===== config.mk =====
export PLATFORM = sky130hd
export DESIGN_NAME = brake_actuator_controller_core_flat
export DESIGN_NICKNAME = d
export VERILOG_FILES = /design/src/hw/rtl/bac_pkg.sv /design/src/hw/rtl/bac_if.sv /design/src/hw/rtl/bac_div.sv /design/src/hw/rtl/bac_datapath.sv /design/src/hw/rtl/bac_ctrl.sv /design/src/hw/rtl/brake_actuator_controller_core.sv /design/src/flat_wrapper.sv
export SDC_FILE = /design/constraint.sdc
export NUM_CORES = 2
export LEC_CHECK = 0
export ABC_AREA = 1
export BUFFER_PORTS_ARGS = -buffer_cell sky130_fd_sc_hd__buf_2
export CAP_MARGIN = 15
export CORE_MARGIN = 2
export CORE_UTILIZATION = 33
export CTS_CLUSTER_SIZE = 8
export DETAILED_ROUTE_END_ITERATION = 6
export GPL_ROUTABILITY_DRIVEN = 0
export GPL_TIMING_DRIVEN = 0
export SLEW_MARGIN = 20
export SYNTH_ARGS = -nofsm -noshare
export SYNTH_HDL_FRONTEND = slang
export SYNTH_SLANG_ARGS = --single-unit
export TNS_END_PERCENT = 50

===== constraint.sdc =====
create_clock -name clk -period 11.18 [get_ports clk]
set_input_delay 3.354 -clock clk [delete_from_list [all_inputs] [get_ports clk]]
set_output_delay 3.354 -clock clk [all_outputs]
set_load 0.02 [all_outputs]

===== src/hw/rtl/bac_pkg.sv =====
// Shared types and constants for the brake actuator controller.
`default_nettype none
package bac_pkg;
  localparam logic [2:0] FUNC_TICK  = 3'd0;
  localparam logic [2:0] FUNC_SAMPLE = 3'd1;
  localparam logic [2:0] FUNC_CMD   = 3'd2;
  localparam logic [2:0] FUNC_ESTOP = 3'd3;
  localparam logic [2:0] FUNC_CLEAR = 3'd4;

  localparam logic [2:0] MODE_RELEASED  = 3'd0;
  localparam logic [2:0] MODE_PUSHING   = 3'd1;
  localparam logic [2:0] MODE_PUSHED    = 3'd2;
  localparam logic [2:0] MODE_RELEASING = 3'd3;
  localparam logic [2:0] MODE_STOPPED   = 3'd4;

  localparam logic [2:0] REG_RELEASED = 3'd0;
  localparam logic [2:0] REG_PUSHED   = 3'd1;
  localparam logic [2:0] REG_TOL      = 3'd2;
  localparam logic [2:0] REG_DUTY     = 3'd3;
  localparam logic [2:0] REG_TIMEOUT  = 3'd4;
  localparam logic [2:0] REG_VMIN     = 3'd5;
  localparam logic [2:0] REG_VMAX     = 3'd6;
  localparam logic [2:0] REG_DEFEST   = 3'd7;

  localparam int CFG_W = 16;

  typedef struct packed {
    logic [2:0]  func;
    logic [11:0] sample;
    logic        command;
  } in_item_t;

  typedef struct packed {
    logic [2:0]  brake_mode;
    logic        motor_enable;
    logic        push_direction;
    logic [6:0]  duty_out;
    logic [15:0] time_to_end;
    logic [6:0]  position_percent;
    logic        error_flag;
    logic        clear_ok;
  } out_item_t;

  // controller -> datapath
  typedef struct packed {
    logic load;      // apply the item's state update
    logic est_start; // start estimate divide
    logic pct_start; // start percent divide
    logic est_fin;   // write estimate from quotient
    logic res_load;  // capture result
  } dp_cmd_t;

  // datapath -> controller
  typedef struct packed {
    logic need_est;  // tick needs an estimate division
    logic div_busy;
  } dp_sts_t;
endpackage
`default_nettype wire


===== src/hw/rtl/bac_if.sv =====
// Valid/ready channel interfaces for items and results.
`default_nettype none
interface bac_in_if import bac_pkg::*; ();
  logic     valid;
  logic     ready;
  in_item_t data;
  modport source (output valid, output data, input ready);
  modport sink (input valid, input data, output ready);
endinterface

interface bac_out_if import bac_pkg::*; ();
  logic      valid;
  logic      ready;
  out_item_t data;
  modport source (output valid, output data, input ready);
  modport sink (input valid, input data, output ready);
endinterface
`default_nettype wire


===== src/hw/rtl/bac_div.sv =====
// Restoring radix-2 divider, one quotient bit per cycle.
`default_nettype none
module bac_div import bac_pkg::*; (
  input  wire logic        clk,
  input  wire logic        rst_n,
  input  wire logic        start,
  input  wire logic [18:0] dividend,
  input  wire logic [12:0] divisor,
  output logic             busy,
  output logic [18:0]      quotient
);
  logic [18:0] q_r, q_nxt;
  logic [12:0] rem_r, rem_nxt;
  logic [12:0] d_r, d_nxt;
  logic [4:0]  cnt_r, cnt_nxt;
  logic        busy_r, busy_nxt;
  logic [13:0] trial;

  always_comb begin
    q_nxt = q_r; rem_nxt = rem_r; d_nxt = d_r; cnt_nxt = cnt_r; busy_nxt = busy_r;
    trial = {rem_r, q_r[18]} - {1'b0, d_r};
    if (start) begin
      q_nxt = dividend; rem_nxt = '0; d_nxt = divisor; cnt_nxt = 5'd19; busy_nxt = 1'b1;
    end else if (busy_r) begin
      if (!trial[13]) begin
        rem_nxt = trial[12:0];
        q_nxt = {q_r[17:0], 1'b1};
      end else begin
        rem_nxt = {rem_r[11:0], q_r[18]};
        q_nxt = {q_r[17:0], 1'b0};
      end
      cnt_nxt = cnt_r - 5'd1;
      if (cnt_r == 5'd1) busy_nxt = 1'b0;
    end
  end

  always_ff @(posedge clk) begin
    if (!rst_n) begin
      busy_r <= 1'b0; cnt_r <= '0;
    end else begin
      busy_r <= busy_nxt; cnt_r <= cnt_nxt;
    end
    q_r <= q_nxt; rem_r <= rem_nxt; d_r <= d_nxt;
  end

  assign busy = busy_r;
  assign quotient = q_r;
endmodule
`default_nettype wire


===== src/hw/rtl/bac_datapath.sv =====
// State, configuration registers, decisions and arithmetic for the controller.
`default_nettype none
module bac_datapath import bac_pkg::*; #(
  parameter int ERROR_LIMIT = 10
) (
  input  wire logic             clk,
  input  wire logic             rst_n,
  input  wire logic             cfg_we,
  input  wire logic [2:0]       cfg_index,
  input  wire logic [CFG_W-1:0] cfg_data,
  input  wire in_item_t         item,
  input  wire dp_cmd_t          cmd,
  output dp_sts_t               sts,
  output out_item_t             result
);
  localparam logic [3:0] LIMIT = 4'(ERROR_LIMIT);

  logic [11:0] rel_r, push_r, vmin_r, vmax_r;
  logic [9:0]  tol_r;
  logic [6:0]  duty_r;
  logic [15:0] tmo_r, defest_r;

  logic [2:0]  mode_r, mode_nxt;
  logic [11:0] pos_r, pos_nxt;
  logic [3:0]  bad_r, bad_nxt;
  logic [15:0] el_r, el_nxt;
  logic [31:0] est_r, est_nxt;
  logic        on_r, on_nxt, dir_r, dir_nxt, ok_nxt, ok_r;
  logic        need_r, need_nxt;
  logic [11:0] rem_r, rem_nxt;
  logic [11:0] trav_r, trav_nxt;
  out_item_t   res_r;

  // configuration writes
  always_ff @(posedge clk) begin
    if (!rst_n) begin
      rel_r <= 12'd200; push_r <= 12'd3800; tol_r <= 10'd100; duty_r <= 7'd80;
      tmo_r <= 16'd5000; vmin_r <= 12'd50; vmax_r <= 12'd4000; defest_r <= 16'd2000;
    end else if (cfg_we) begin
      unique case (cfg_index)
        REG_RELEASED: rel_r <= cfg_data[11:0];
        REG_PUSHED:   push_r <= cfg_data[11:0];
        REG_TOL:      tol_r <= cfg_data[9:0];
        REG_DUTY:     duty_r <= cfg_data[6:0];
        REG_TIMEOUT:  tmo_r <= cfg_data;
        REG_VMIN:     vmin_r <= cfg_data[11:0];
        REG_VMAX:     vmax_r <= cfg_data[11:0];
        REG_DEFEST:   defest_r <= cfg_data;
        default: ;
      endcase
    end
  end

  // state update for one item
  logic        s_valid, p_valid;
  logic [11:0] p2;
  logic [3:0]  b2;
  logic        stop2;
  logic [15:0] el_inc;
  logic signed [13:0] pos_s, rel_s, push_s, tol_s;
  logic [12:0] tot, rem;
  logic signed [13:0] trav;
  logic        drv;

  always_comb begin
    mode_nxt = mode_r; pos_nxt = pos_r; bad_nxt = bad_r; el_nxt = el_r;
    est_nxt = est_r; on_nxt = on_r; dir_nxt = dir_r; ok_nxt = 1'b0;
    need_nxt = 1'b0; rem_nxt = rem_r; trav_nxt = trav_r;
    // sample path, shared by sample and clear items
    s_valid = item.sample >= vmin_r && item.sample <= vmax_r;
    b2 = (item.func == FUNC_CLEAR) ? 4'd0 : bad_r;
    stop2 = 1'b0;
    if (s_valid) begin
      p2 = item.sample; b2 = 4'd0;
    end else begin
      p2 = pos_r;
      if (b2 != 4'd15) b2 = b2 + 4'd1;
      stop2 = b2 >= LIMIT;
    end
    p_valid = p2 >= vmin_r && p2 <= vmax_r;
    el_inc = (el_r == 16'hFFFF) ? el_r : el_r + 16'd1;
    pos_s = 14'(pos_r); rel_s = 14'(rel_r); push_s = 14'(push_r); tol_s = 14'(tol_r);
    tot = (push_r > rel_r) ? 13'(push_r - rel_r) : 13'(rel_r - push_r);
    rem = '0;
    if (mode_r == MODE_PUSHING)
      rem = (push_r > pos_r) ? 13'(push_r - pos_r) : 13'(pos_r - push_r);
    else
      rem = (rel_r > pos_r) ? 13'(rel_r - pos_r) : 13'(pos_r - rel_r);
    trav = $signed({1'b0, tot}) - $signed({1'b0, rem});
    drv = mode_r == MODE_PUSHING || mode_r == MODE_RELEASING;
    case (item.func)
      FUNC_TICK: begin
        el_nxt = el_inc;
        if (drv && el_inc > tmo_r) begin
          mode_nxt = MODE_STOPPED; on_nxt = 1'b0; dir_nxt = 1'b0;
        end else if (drv) begin
          // estimate
          if (tot == '0) est_nxt = '0;
          else if (el_inc != '0) begin
            if (trav > 0) begin
              need_nxt = 1'b1; rem_nxt = rem[11:0]; trav_nxt = trav[11:0];
            end else est_nxt = {16'd0, defest_r};
          end
          if (mode_r == MODE_PUSHING) begin
            if (pos_s >= push_s - tol_s) begin
              mode_nxt = MODE_PUSHED; on_nxt = 1'b0; dir_nxt = 1'b0;
            end else begin
              on_nxt = 1'b1; dir_nxt = 1'b1;
            end
          end else begin
            if (pos_s <= rel_s + tol_s) begin
              mode_nxt = MODE_RELEASED; on_nxt = 1'b0; dir_nxt = 1'b0;
            end else begin
              on_nxt = 1'b1; dir_nxt = 1'b0;
            end
          end
        end else begin
          on_nxt = 1'b0; dir_nxt = 1'b0; est_nxt = '0;
        end
      end
      FUNC_SAMPLE: begin
        pos_nxt = p2; bad_nxt = b2;
        if (stop2) begin
          mode_nxt = MODE_STOPPED; on_nxt = 1'b0; dir_nxt = 1'b0;
        end
      end
      FUNC_CMD: begin
        if (!(mode_r == MODE_STOPPED && bad_r >= LIMIT)) begin
          if (!item.command) begin
            if (mode_r != MODE_PUSHING && mode_r != MODE_PUSHED) begin
              mode_nxt = MODE_PUSHING; el_nxt = '0; est_nxt = {16'd0, defest_r};
            end
          end else if (mode_r != MODE_RELEASING && mode_r != MODE_RELEASED) begin
            mode_nxt = MODE_RELEASING; el_nxt = '0; est_nxt = {16'd0, defest_r};
          end
        end
      end
      FUNC_ESTOP: begin
        mode_nxt = MODE_STOPPED; on_nxt = 1'b0; dir_nxt = 1'b0;
      end
      FUNC_CLEAR: begin
        pos_nxt = p2; bad_nxt = b2;
        if (stop2) begin
          mode_nxt = MODE_STOPPED; on_nxt = 1'b0; dir_nxt = 1'b0;
        end
        if (p_valid) begin
          ok_nxt = 1'b1;
          if ($signed(14'(p2)) <= rel_s + tol_s) mode_nxt = MODE_RELEASED;
          else if ($signed(14'(p2)) >= push_s - tol_s) mode_nxt = MODE_PUSHED;
          else mode_nxt = MODE_RELEASED;
        end
      end
      default: ;
    endcase
  end

  // shared divider: estimate quotient then percent quotient
  logic        div_start, div_busy;
  logic [18:0] div_a, div_q;
  logic [12:0] div_b;
  logic [27:0] est_prod;
  assign div_start = cmd.est_start | cmd.pct_start;
  always_comb begin
    if (cmd.est_start) begin
      div_a = {3'd0, el_r}; div_b = {1'b0, trav_r};
    end else begin
      div_a = 19'(pos_r - rel_r) * 19'd100; div_b = 13'(push_r - rel_r);
    end
  end
  bac_div u_div (
    .clk(clk), .rst_n(rst_n), .start(div_start), .dividend(div_a),
    .divisor(div_b), .busy(div_busy), .quotient(div_q)
  );
  assign est_prod = div_q[15:0] * rem_r;

  always_ff @(posedge clk) begin
    if (!rst_n) begin
      mode_r <= MODE_RELEASED; pos_r <= '0; bad_r <= '0; el_r <= '0;
      est_r <= 32'd2000; on_r <= 1'b0; dir_r <= 1'b0; ok_r <= 1'b0; need_r <= 1'b0;
    end else if (cmd.load) begin
      mode_r <= mode_nxt; pos_r <= pos_nxt; bad_r <= bad_nxt; el_r <= el_nxt;
      est_r <= est_nxt; on_r <= on_nxt; dir_r <= dir_nxt; ok_r <= ok_nxt;
      need_r <= need_nxt;
    end else if (cmd.est_fin) begin
      est_r <= {4'd0, est_prod};
    end
    if (cmd.load) begin
      rem_r <= rem_nxt; trav_r <= trav_nxt;
    end
  end

  // result formatting
  logic [31:0] diff;
  logic [6:0]  pct;
  always_comb begin
    diff = est_r - {16'd0, el_r};
    if (pos_r <= rel_r) pct = 7'd0;
    else if (pos_r >= push_r) pct = 7'd100;
    else pct = div_q[6:0];
  end
  always_ff @(posedge clk) begin
    if (cmd.res_load) begin
      res_r.brake_mode <= mode_r;
      res_r.motor_enable <= on_r;
      res_r.push_direction <= on_r & dir_r;
      res_r.duty_out <= on_r ? ((duty_r > 7'd100) ? 7'd100 : duty_r) : 7'd0;
      res_r.time_to_end <= ((mode_r == MODE_PUSHING || mode_r == MODE_RELEASING) &&
                            {16'd0, el_r} < est_r) ?
                           ((diff > 32'd65535) ? 16'hFFFF : diff[15:0]) : 16'd0;
      res_r.position_percent <= pct;
      res_r.error_flag <= bad_r >= LIMIT;
      res_r.clear_ok <= ok_r;
    end
  end

  assign sts.need_est = need_r;
  assign sts.div_busy = div_busy;
  assign result = res_r;
endmodule
`default_nettype wire


===== src/hw/rtl/bac_ctrl.sv =====
// Sequencer: accept, update, divide, hand over the result.
`default_nettype none
module bac_ctrl import bac_pkg::*; (
  input  wire logic clk,
  input  wire logic rst_n,
  input  wire logic in_valid,
  output logic      in_ready,
  output logic      out_valid,
  input  wire logic out_ready,
  input  wire dp_sts_t sts,
  output dp_cmd_t   cmd
);
  localparam logic [2:0] S_IDLE = 3'd0;
  localparam logic [2:0] S_EST  = 3'd1;
  localparam logic [2:0] S_ESTW = 3'd2;
  localparam logic [2:0] S_ESTF = 3'd3;
  localparam logic [2:0] S_PCT  = 3'd4;
  localparam logic [2:0] S_PCTW = 3'd5;
  localparam logic [2:0] S_RES  = 3'd6;

  logic [2:0] state_r, state_nxt;
  logic       ov_r, ov_nxt;
  logic       acc;

  // one item in flight; next one taken once the result register is free
  assign in_ready = state_r == S_IDLE && !ov_r;
  assign acc = in_valid && in_ready;
  assign out_valid = ov_r;

  always_comb begin
    state_nxt = state_r;
    ov_nxt = ov_r && !out_ready;
    cmd = '0;
    unique case (state_r)
      S_IDLE: if (acc) begin
        cmd.load = 1'b1; state_nxt = S_EST;
      end
      S_EST: begin
        if (sts.need_est) begin
          cmd.est_start = 1'b1; state_nxt = S_ESTW;
        end else state_nxt = S_PCT;
      end
      S_ESTW: if (!sts.div_busy) state_nxt = S_ESTF;
      S_ESTF: begin
        cmd.est_fin = 1'b1; state_nxt = S_PCT;
      end
      S_PCT: begin
        cmd.pct_start = 1'b1; state_nxt = S_PCTW;
      end
      S_PCTW: if (!sts.div_busy) state_nxt = S_RES;
      S_RES: begin
        cmd.res_load = 1'b1; ov_nxt = 1'b1; state_nxt = S_IDLE;
      end
      default: state_nxt = S_IDLE;
    endcase
  end

  always_ff @(posedge clk) begin
    if (!rst_n) begin
      state_r <= S_IDLE; ov_r <= 1'b0;
    end else begin
      state_r <= state_nxt; ov_r <= ov_nxt;
    end
  end
endmodule
`default_nettype wire


===== src/hw/rtl/brake_actuator_controller_core.sv =====
// Top level of the brake actuator controller.
// Each transaction on in_ carries a tick, sample, command, stop or clear, and
// produces one result on out_. Items are handled one at a time; a shared
// divider computes the estimate quotient, when a tick needs one, and then
// the position percent. Configuration is written through cfg_; the user must
// write it only while idle, as the block does not enforce this.
`default_nettype none
module brake_actuator_controller_core import bac_pkg::*; #(
  parameter int ERROR_LIMIT = 10
) (
  input  wire logic             clk,
  input  wire logic             rst_n,
  input  wire logic             cfg_we,
  input  wire logic [2:0]       cfg_index,
  input  wire logic [CFG_W-1:0] cfg_data,
  bac_in_if.sink                in_ch,
  bac_out_if.source             out_ch
);
  dp_cmd_t cmd;
  dp_sts_t sts;

  bac_ctrl u_ctrl (
    .clk(clk), .rst_n(rst_n), .in_valid(in_ch.valid), .in_ready(in_ch.ready),
    .out_valid(out_ch.valid), .out_ready(out_ch.ready), .sts(sts), .cmd(cmd)
  );

  bac_datapath #(.ERROR_LIMIT(ERROR_LIMIT)) u_dp (
    .clk(clk), .rst_n(rst_n), .cfg_we(cfg_we), .cfg_index(cfg_index),
    .cfg_data(cfg_data), .item(in_ch.data), .cmd(cmd), .sts(sts),
    .result(out_ch.data)
  );

  // no acceptance while a result waits
  a_no_acc_pending: assert property (@(posedge clk) disable iff (!rst_n)
    out_ch.valid |-> !in_ch.ready) else $error("input taken with result pending");
  // result appears only after a result load
  a_res_after_load: assert property (@(posedge clk) disable iff (!rst_n)
    $rose(out_ch.valid) |-> $past(cmd.res_load)) else $error("result without load");
  // divider never restarted while running
  a_div_start: assert property (@(posedge clk) disable iff (!rst_n)
    (cmd.est_start || cmd.pct_start) |-> !sts.div_busy) else $error("divider restart");
endmodule
`default_nettype wire

===== src/flat_wrapper.sv =====
// flat-port wrapper written by rule: the top's interface ports become plain ports
module brake_actuator_controller_core_flat import bac_pkg::*;
#(
  parameter int ERROR_LIMIT = 10
)
  (clk, rst_n, cfg_we, cfg_index, cfg_data, in_ch_valid, in_ch_data, in_ch_ready, out_ch_valid, out_ch_data, out_ch_ready);
  bac_in_if in_ch_i ();
  bac_out_if out_ch_i ();
  input  wire logic clk;
  input  wire logic rst_n;
  input  wire logic cfg_we;
  input  wire logic [2:0] cfg_index;
  input  wire logic [CFG_W-1:0] cfg_data;
  input wire logic [$bits(in_ch_i.valid)-1:0] in_ch_valid;
  input wire logic [$bits(in_ch_i.data)-1:0] in_ch_data;
  output wire logic [$bits(in_ch_i.ready)-1:0] in_ch_ready;
  output wire logic [$bits(out_ch_i.valid)-1:0] out_ch_valid;
  output wire logic [$bits(out_ch_i.data)-1:0] out_ch_data;
  input wire logic [$bits(out_ch_i.ready)-1:0] out_ch_ready;
  assign in_ch_i.valid = in_ch_valid;
  assign in_ch_i.data = in_ch_data;
  assign in_ch_ready = in_ch_i.ready;
  assign out_ch_valid = out_ch_i.valid;
  assign out_ch_data = out_ch_i.data;
  assign out_ch_i.ready = out_ch_ready;
  brake_actuator_controller_core #(.ERROR_LIMIT(ERROR_LIMIT)) u_core (.clk(clk), .rst_n(rst_n), .cfg_we(cfg_we), .cfg_index(cfg_index), .cfg_data(cfg_data), .in_ch(in_ch_i), .out_ch(out_ch_i));
endmodule

* After elaboration in Yosys (flattened, before gate mapping)
Cells that the tools add are included.
Widths: inputs -> output; s select.
** Word-level totals
- Register bits after elaboration :: 284
- Bits of input ports :: 40
- Output and inout port bits :: 39
- Logic and storage cells :: 255
** Operators by class
- Add/subtract/negate cells :: 15
- Multipliers :: 2
- Order comparisons :: 20
- Equal/unequal tests :: 43
- Multiplexer cells :: 88
- Bitwise gates (word level) :: 6
- Reduce and logical (&&, ||, !) cells :: 43
** Operator list (number)
- $mux 32 :: 11
- $mux 16 :: 6
- $sub 12x12->13 :: 7
- $mux 13 :: 5
- $pmux 32 s2 :: 1
- $mux 19 :: 3
- $mux 3 :: 15
- $ge 12x12->1 :: 3
- $gt 12x12->1 :: 3
- $le 12x12->1 :: 3
- $gt 32x16->1 const B :: 1
- $lt 16x32->1 :: 1
- $pmux 16 s2 :: 1
- $sub 32x16->32 :: 1
- $mux 1 :: 30
- $mul 16x12->28 :: 1
- $eq 3x3->1 const B :: 9
- $ge 13x13->1 :: 2
- $mux 12 :: 2
- $eq 3x2->1 const B :: 7
- $ne 4x4->1 const B :: 5
- $mul 19x5->17 const B :: 1
- $ne 3x3->1 const B :: 6
- $pmux 3 s6 :: 1
- 45 further kinds :: 92

* Logic depth before layout (Yosys ltp)
- Depth in word-level cells :: 12
- Gate-level depth with buffers :: 36
- Gate-level depth less buffers :: 35

* Hierarchy
Synthesis repeated with hierarchy kept, for this count alone.
** Unflattened totals
- Cell total of the unflattened synthesis :: 4171
- Area, all modules :: 29563.4 µm²
** By module, submodules not included
- bac_datapath :: instances 1, cells each 3729, area each 26103.8 µm², seq. area each 5114.9 µm²
- bac_div :: instances 1, cells each 400, area each 3205.6 µm², seq. area each 1341.3 µm²
- bac_ctrl :: instances 1, cells each 42, area each 254.0 µm², seq. area each 80.1 µm²

* Worst setup path before layout
No wires, ideal clock.
- Path type :: input to register
- Start :: input in_ch_data[1]
- End :: register u_core.u_dp.mode_r[1]
- Setup time :: 0.070 ns
- Arrival :: 6.946 ns
- Data required time :: 11.110 ns
- Setup slack :: 4.163 ns
- Stages on the path :: 31
- Path buffers :: 1
- Path through :: inv_1 > ha_1 > o21a_1 > o21a_1 > o21a_1 > o21ai_0 > nand2_1 > nand2_1 > nand2_1 > nand3_1 > nand2_1 > nand2_1 > inv_1 > clkbuf_1 > o21ai_0 > ha_1 > a21boi_0 > o21a_1 > o21a_1 > o21a_1 > o211ai_1 > nand2_1 > nand3_1 > nand2_1 > nand2_1 > o21ai_0 > inv_1 > nand2_1 > nand2_1 > nand2_1 > a21oi_1
** Between the ends
- Word-level cells in the longest chain between the ends :: 8
- Elaborated cells between the ends (all ways) :: 15
- Classes of those cells :: order compare: 6; mux: 7; reduce/logical: 2
** Ends and longest elaborated chain
- start: declaration :: RTL line flat_wrapper.sv:15 : input wire logic [$bits(in_ch_i.data)-1:0] in_ch_data;
- $ge 12x12->1 or $le 12x12->1 (tied branches) :: RTL line bac_datapath.sv:70 : s_valid = item.sample >= vmin_r && item.sample <= vmax_r;
- $logic_and 1x1->1 (*) :: RTL line bac_datapath.sv:70
- $mux 12 (*) :: RTL line bac_datapath.sv:73 : if (s_valid) begin
- named net u_core.u_dp.p2[1] :: RTL line bac_datapath.sv:56 : logic [11:0] p2;
- $ge 13x13->1 :: RTL line bac_datapath.sv:149 : else if ($signed(14'(p2)) >= push_s - tol_s) mode_nxt = MODE_PUSHED;
- $mux 2 :: RTL line bac_datapath.sv:149
- $mux 2 :: RTL line bac_datapath.sv:148 : if ($signed(14'(p2)) <= rel_s + tol_s) mode_nxt = MODE_RELEASED;
- $mux 3 (*) :: RTL line bac_datapath.sv:146 : if (p_valid) begin
- $pmux 3 s5 (*) :: RTL line bac_datapath.sv:91 : case (item.func)
- end signal: assignment :: RTL line bac_datapath.sv:181 : mode_r <= mode_nxt; pos_r <= pos_nxt; bad_r <= bad_nxt; el_r <= el_nxt;
- end: declaration :: RTL line bac_datapath.sv:23 : logic [2:0] mode_r, mode_nxt;
Mark *: on every way through the listed nets, which the timed path passes. The rest lies on a longest branch.
A chain may end at the register's enable or synchronous reset.

* Worst setup path after layout
Same ends and word-level chain as after synthesis.

==> flow_summary_export.csv <==
group,metric,value,unit
outcome,run_status,"complete, no violations",
setup_path,crit_fanout,10,
clock_network,cts_resized,0,
synth,synth_edf_count,93,
global_routing,grt-ovfl-total,0,
floorplanning,fp.dieH,295,um
setup_path,crit_path_max_incr_delay,0.89,ns
finish,final_common_cell,"nand2_1",
floorplanning,ios,79,
clock_network,clk-insertion-delay-late,0.59,ns
clock_network,cts_tree,"done",
global_routing,antenna_found_initial,3,
synth,ys_ff_latch,280,
setup_path,worstSetupEndpointType,"register",
sta,rsz0062_at_grt,"false",
sta,maxSlewViolCount,0,
global_routing,grt_usage,20.4,%
synth,avgSynthCellArea,7.46,um^2
floorplanning,die_area,86700,um^2
clock_network,cts_setup_buffers,0,
clock_network,hold_buffers,0,
clock_network,cts_buffers,41,
drt,dr.pass1.iters,6,
synth,yosysWarnings,0,
setup_path,critPathLaunchType,"input port",
global_routing,grt_pass1_wl,137,mm
hold_path,hp-class,"reg -> reg",
drt,wl_per_cell,17.8,um
clock_network,cts_root_buf,"clkbuf_16",
clock_network,clock-sinks,280,
run,drv_cap,0,
sta,fmax,0.128,GHz
clock_network,clk_pin_slew,0.06,ns
floorplanning,die_w,295,um
drt,viasPerCell,5.10,
synth,synth_area_leader_cell,"ha_1",
sta,slew_headroom,24.2,%
drt,vias,25291,
synth,syn_nets,4284,
synth,postSynthCellCount,3732,
synth,synth_cell_types,63,
setup_path,cp.required,11.70,ns
sta,hold_violations,0,
setup_path,arrival,8.36,ns
floorplanning,rows,106,
sta,finalSetupTns,0,ns
synth,yosys-top-cells-area,"ha_1 16%, dfxtp_1 13%, fa_1 12%",
clock_network,htreeDepth,2,
setup_path,crit_path_top_delay_cell,"o21ai_0",
setup_path,criticalPathCategory,"in -> reg",
drt,dr.first_iter.drc_count,1942,
synth,synthArstFlopShare,0,%
synth,synth_flop_cell,"dfxtp_1",
place,io_buffers,78,
synth,netlist_area,27900,um^2
clock_network,cts.path.max_buffers,3,
finish,area_growth,10.7,%
finish,drive_above_1_share,5.42,%
drt,ant_nets,0,
finish,finalNetCount,4407,
setup_path,critPathMostFrequentCell,"nand2_1",
hold_path,hold_depth,2,
sta,min_period_over_period,70.1,%
place,hpwl,71.7,mm
sta,finalSetupViolCount,0,
sta,period_minus_slack,7.84,ns
global_routing,grt_max_degree,29,
floorplanning,start_util,33.3,%
global_routing,grt_pass1_vias,24448,
synth,seq_area_frac_synth,23.5,%
setup_path,worstRegToRegCells,24,
sta,finalClockSkew,0.0381,ns
finish,final_cell_mix,"783 x nand2_1, 646 x inv_1, 351 x ha_1, 316 x a21oi_1",
floorplanning,core_area,83600,um^2
drt,wl,88.0,mm
setup_path,r2r_slack,4.26,ns
synth,yosys.area.top_type_share,15.8,%
drt,drc,0,
sta,worst_pin_slew,1.12,ns
-- critical path, delay by kind of cell --
kind / cells / cell delay (ns)
adders and majority gates: 2 / 0.65
buffers and inverters: 5 / 0.65
AOI/OAI and AO/OA: 12 / 2.58
and+or+nand+nor: 13 / 1.12
-- cells by family after synthesis --
logic type | count (synthesis) | share of synthesized area, %
compound gates | 739 | 15.0
fa+ha+maj | 512 | 27.3
mux | 2 | 0.0764
xor+xnor | 125 | 3.93
flops | 280 | 23.5
buf+inv | 791 | 10.9
simple gates | 1283 | 19.3
-- cell type report --
class,instances,area [um^2]
Antenna cell,2,5.00
Buffer,126,527
Clock buffer,63,1130
Clock inverter,3,66.3
Fill cell,8861,52700
Inverter,665,2500
Multi-Input combinational cell,2661,18300
Sequential cell,280,6540
Tap cell,1080,1350
Timing Repair Buffer,80,415
-- sequential cells by signal, summed over array words and instances, names as in the netlist, 4 cells and up --
register                    flops
u_core.u_dp.bad_r               4
u_core.u_dp.defest_r           16
u_core.u_dp.duty_r              7
u_core.u_dp.el_r               16
u_core.u_dp.est_r              28
u_core.u_dp.pos_r              12
u_core.u_dp.push_r             12
u_core.u_dp.rel_r              12
u_core.u_dp.rem_r              12
u_core.u_dp.result             37
u_core.u_dp.tmo_r              16
u_core.u_dp.tol_r              10
u_core.u_dp.trav_r             12
u_core.u_dp.u_div.cnt_r         5
u_core.u_dp.u_div.d_r          13
u_core.u_dp.u_div.quotient     19
u_core.u_dp.u_div.rem_r        13
u_core.u_dp.vmax_r             12
u_core.u_dp.vmin_r             12
-- routing by layer --
| metal | global-route usage, % | vias up | routed length, um |
|---|---|---|---|
| li1 | - | 12380 | - |
| met1 | 27.9 | 11875 | 39800 |
| met2 | 32.2 | 849 | 38400 |
| met3 | 2.61 | 183 | 5910 |
| met4 | 8.36 | 4 | 3860 |
| met5 | 0 | - | 28 |
-- per-stage QoR --
step	cell area, um^2	utilization, %	cells	hold WS (ns)	worst slack (ns)
after CTS	30800	36.9	4958	0.455	3.49
final	30800	36.9	4960	0.454	3.34
after global placement	29600	35.4	4890	0.443	2.88
after global routing	30800	36.9	4958	0.484	2.99
after floorplan	27900	-	3732	0.403	4.16
after detailed placement	29600	35.5	4892	0.448	2.87
-- final timing paths --
kind                                        startpoint                                   end
setup / recovery                         in_ch_data[1]    u_core.u_dp.mode_r[1]$_SDFFE_PN0P_
hold / removal    u_core.u_dp.defest_r[3]$_SDFFE_PN0P_  u_core.u_dp.defest_r[3]$_SDFFE_PN0P_
setup reg to reg        u_core.u_dp.rem_r[3]$_DFFE_PP_    u_core.u_dp.est_r[25]$_SDFFE_PN0P_
hold reg to reg   u_core.u_dp.defest_r[3]$_SDFFE_PN0P_  u_core.u_dp.defest_r[3]$_SDFFE_PN0P_
-- cells in the mapped netlist, types with 10 or more instances --
cell type / number
a31oi_1: 16
nand2_2: 11
inv_2: 11
xor2_1: 84
clkbuf_1: 94
a21o_1: 10
a211oi_1: 13
xnor2_1: 41
nor3_1: 16
nand2_1: 783
o221ai_1: 13
ha_1: 351
dfxtp_1: 187
o21ai_0: 230
o211ai_1: 62
nor2_1: 230
nand4_1: 25
o21bai_1: 16
inv_1: 646
fa_1: 161
edfxtp_1: 93
a21oi_1: 316
buf_2: 17
nand3_1: 159
nand3b_1: 10
Power is left out: the tool's default activity adds up to more than one toggle a clock period on the data nets, which glitch-free logic cannot reach.
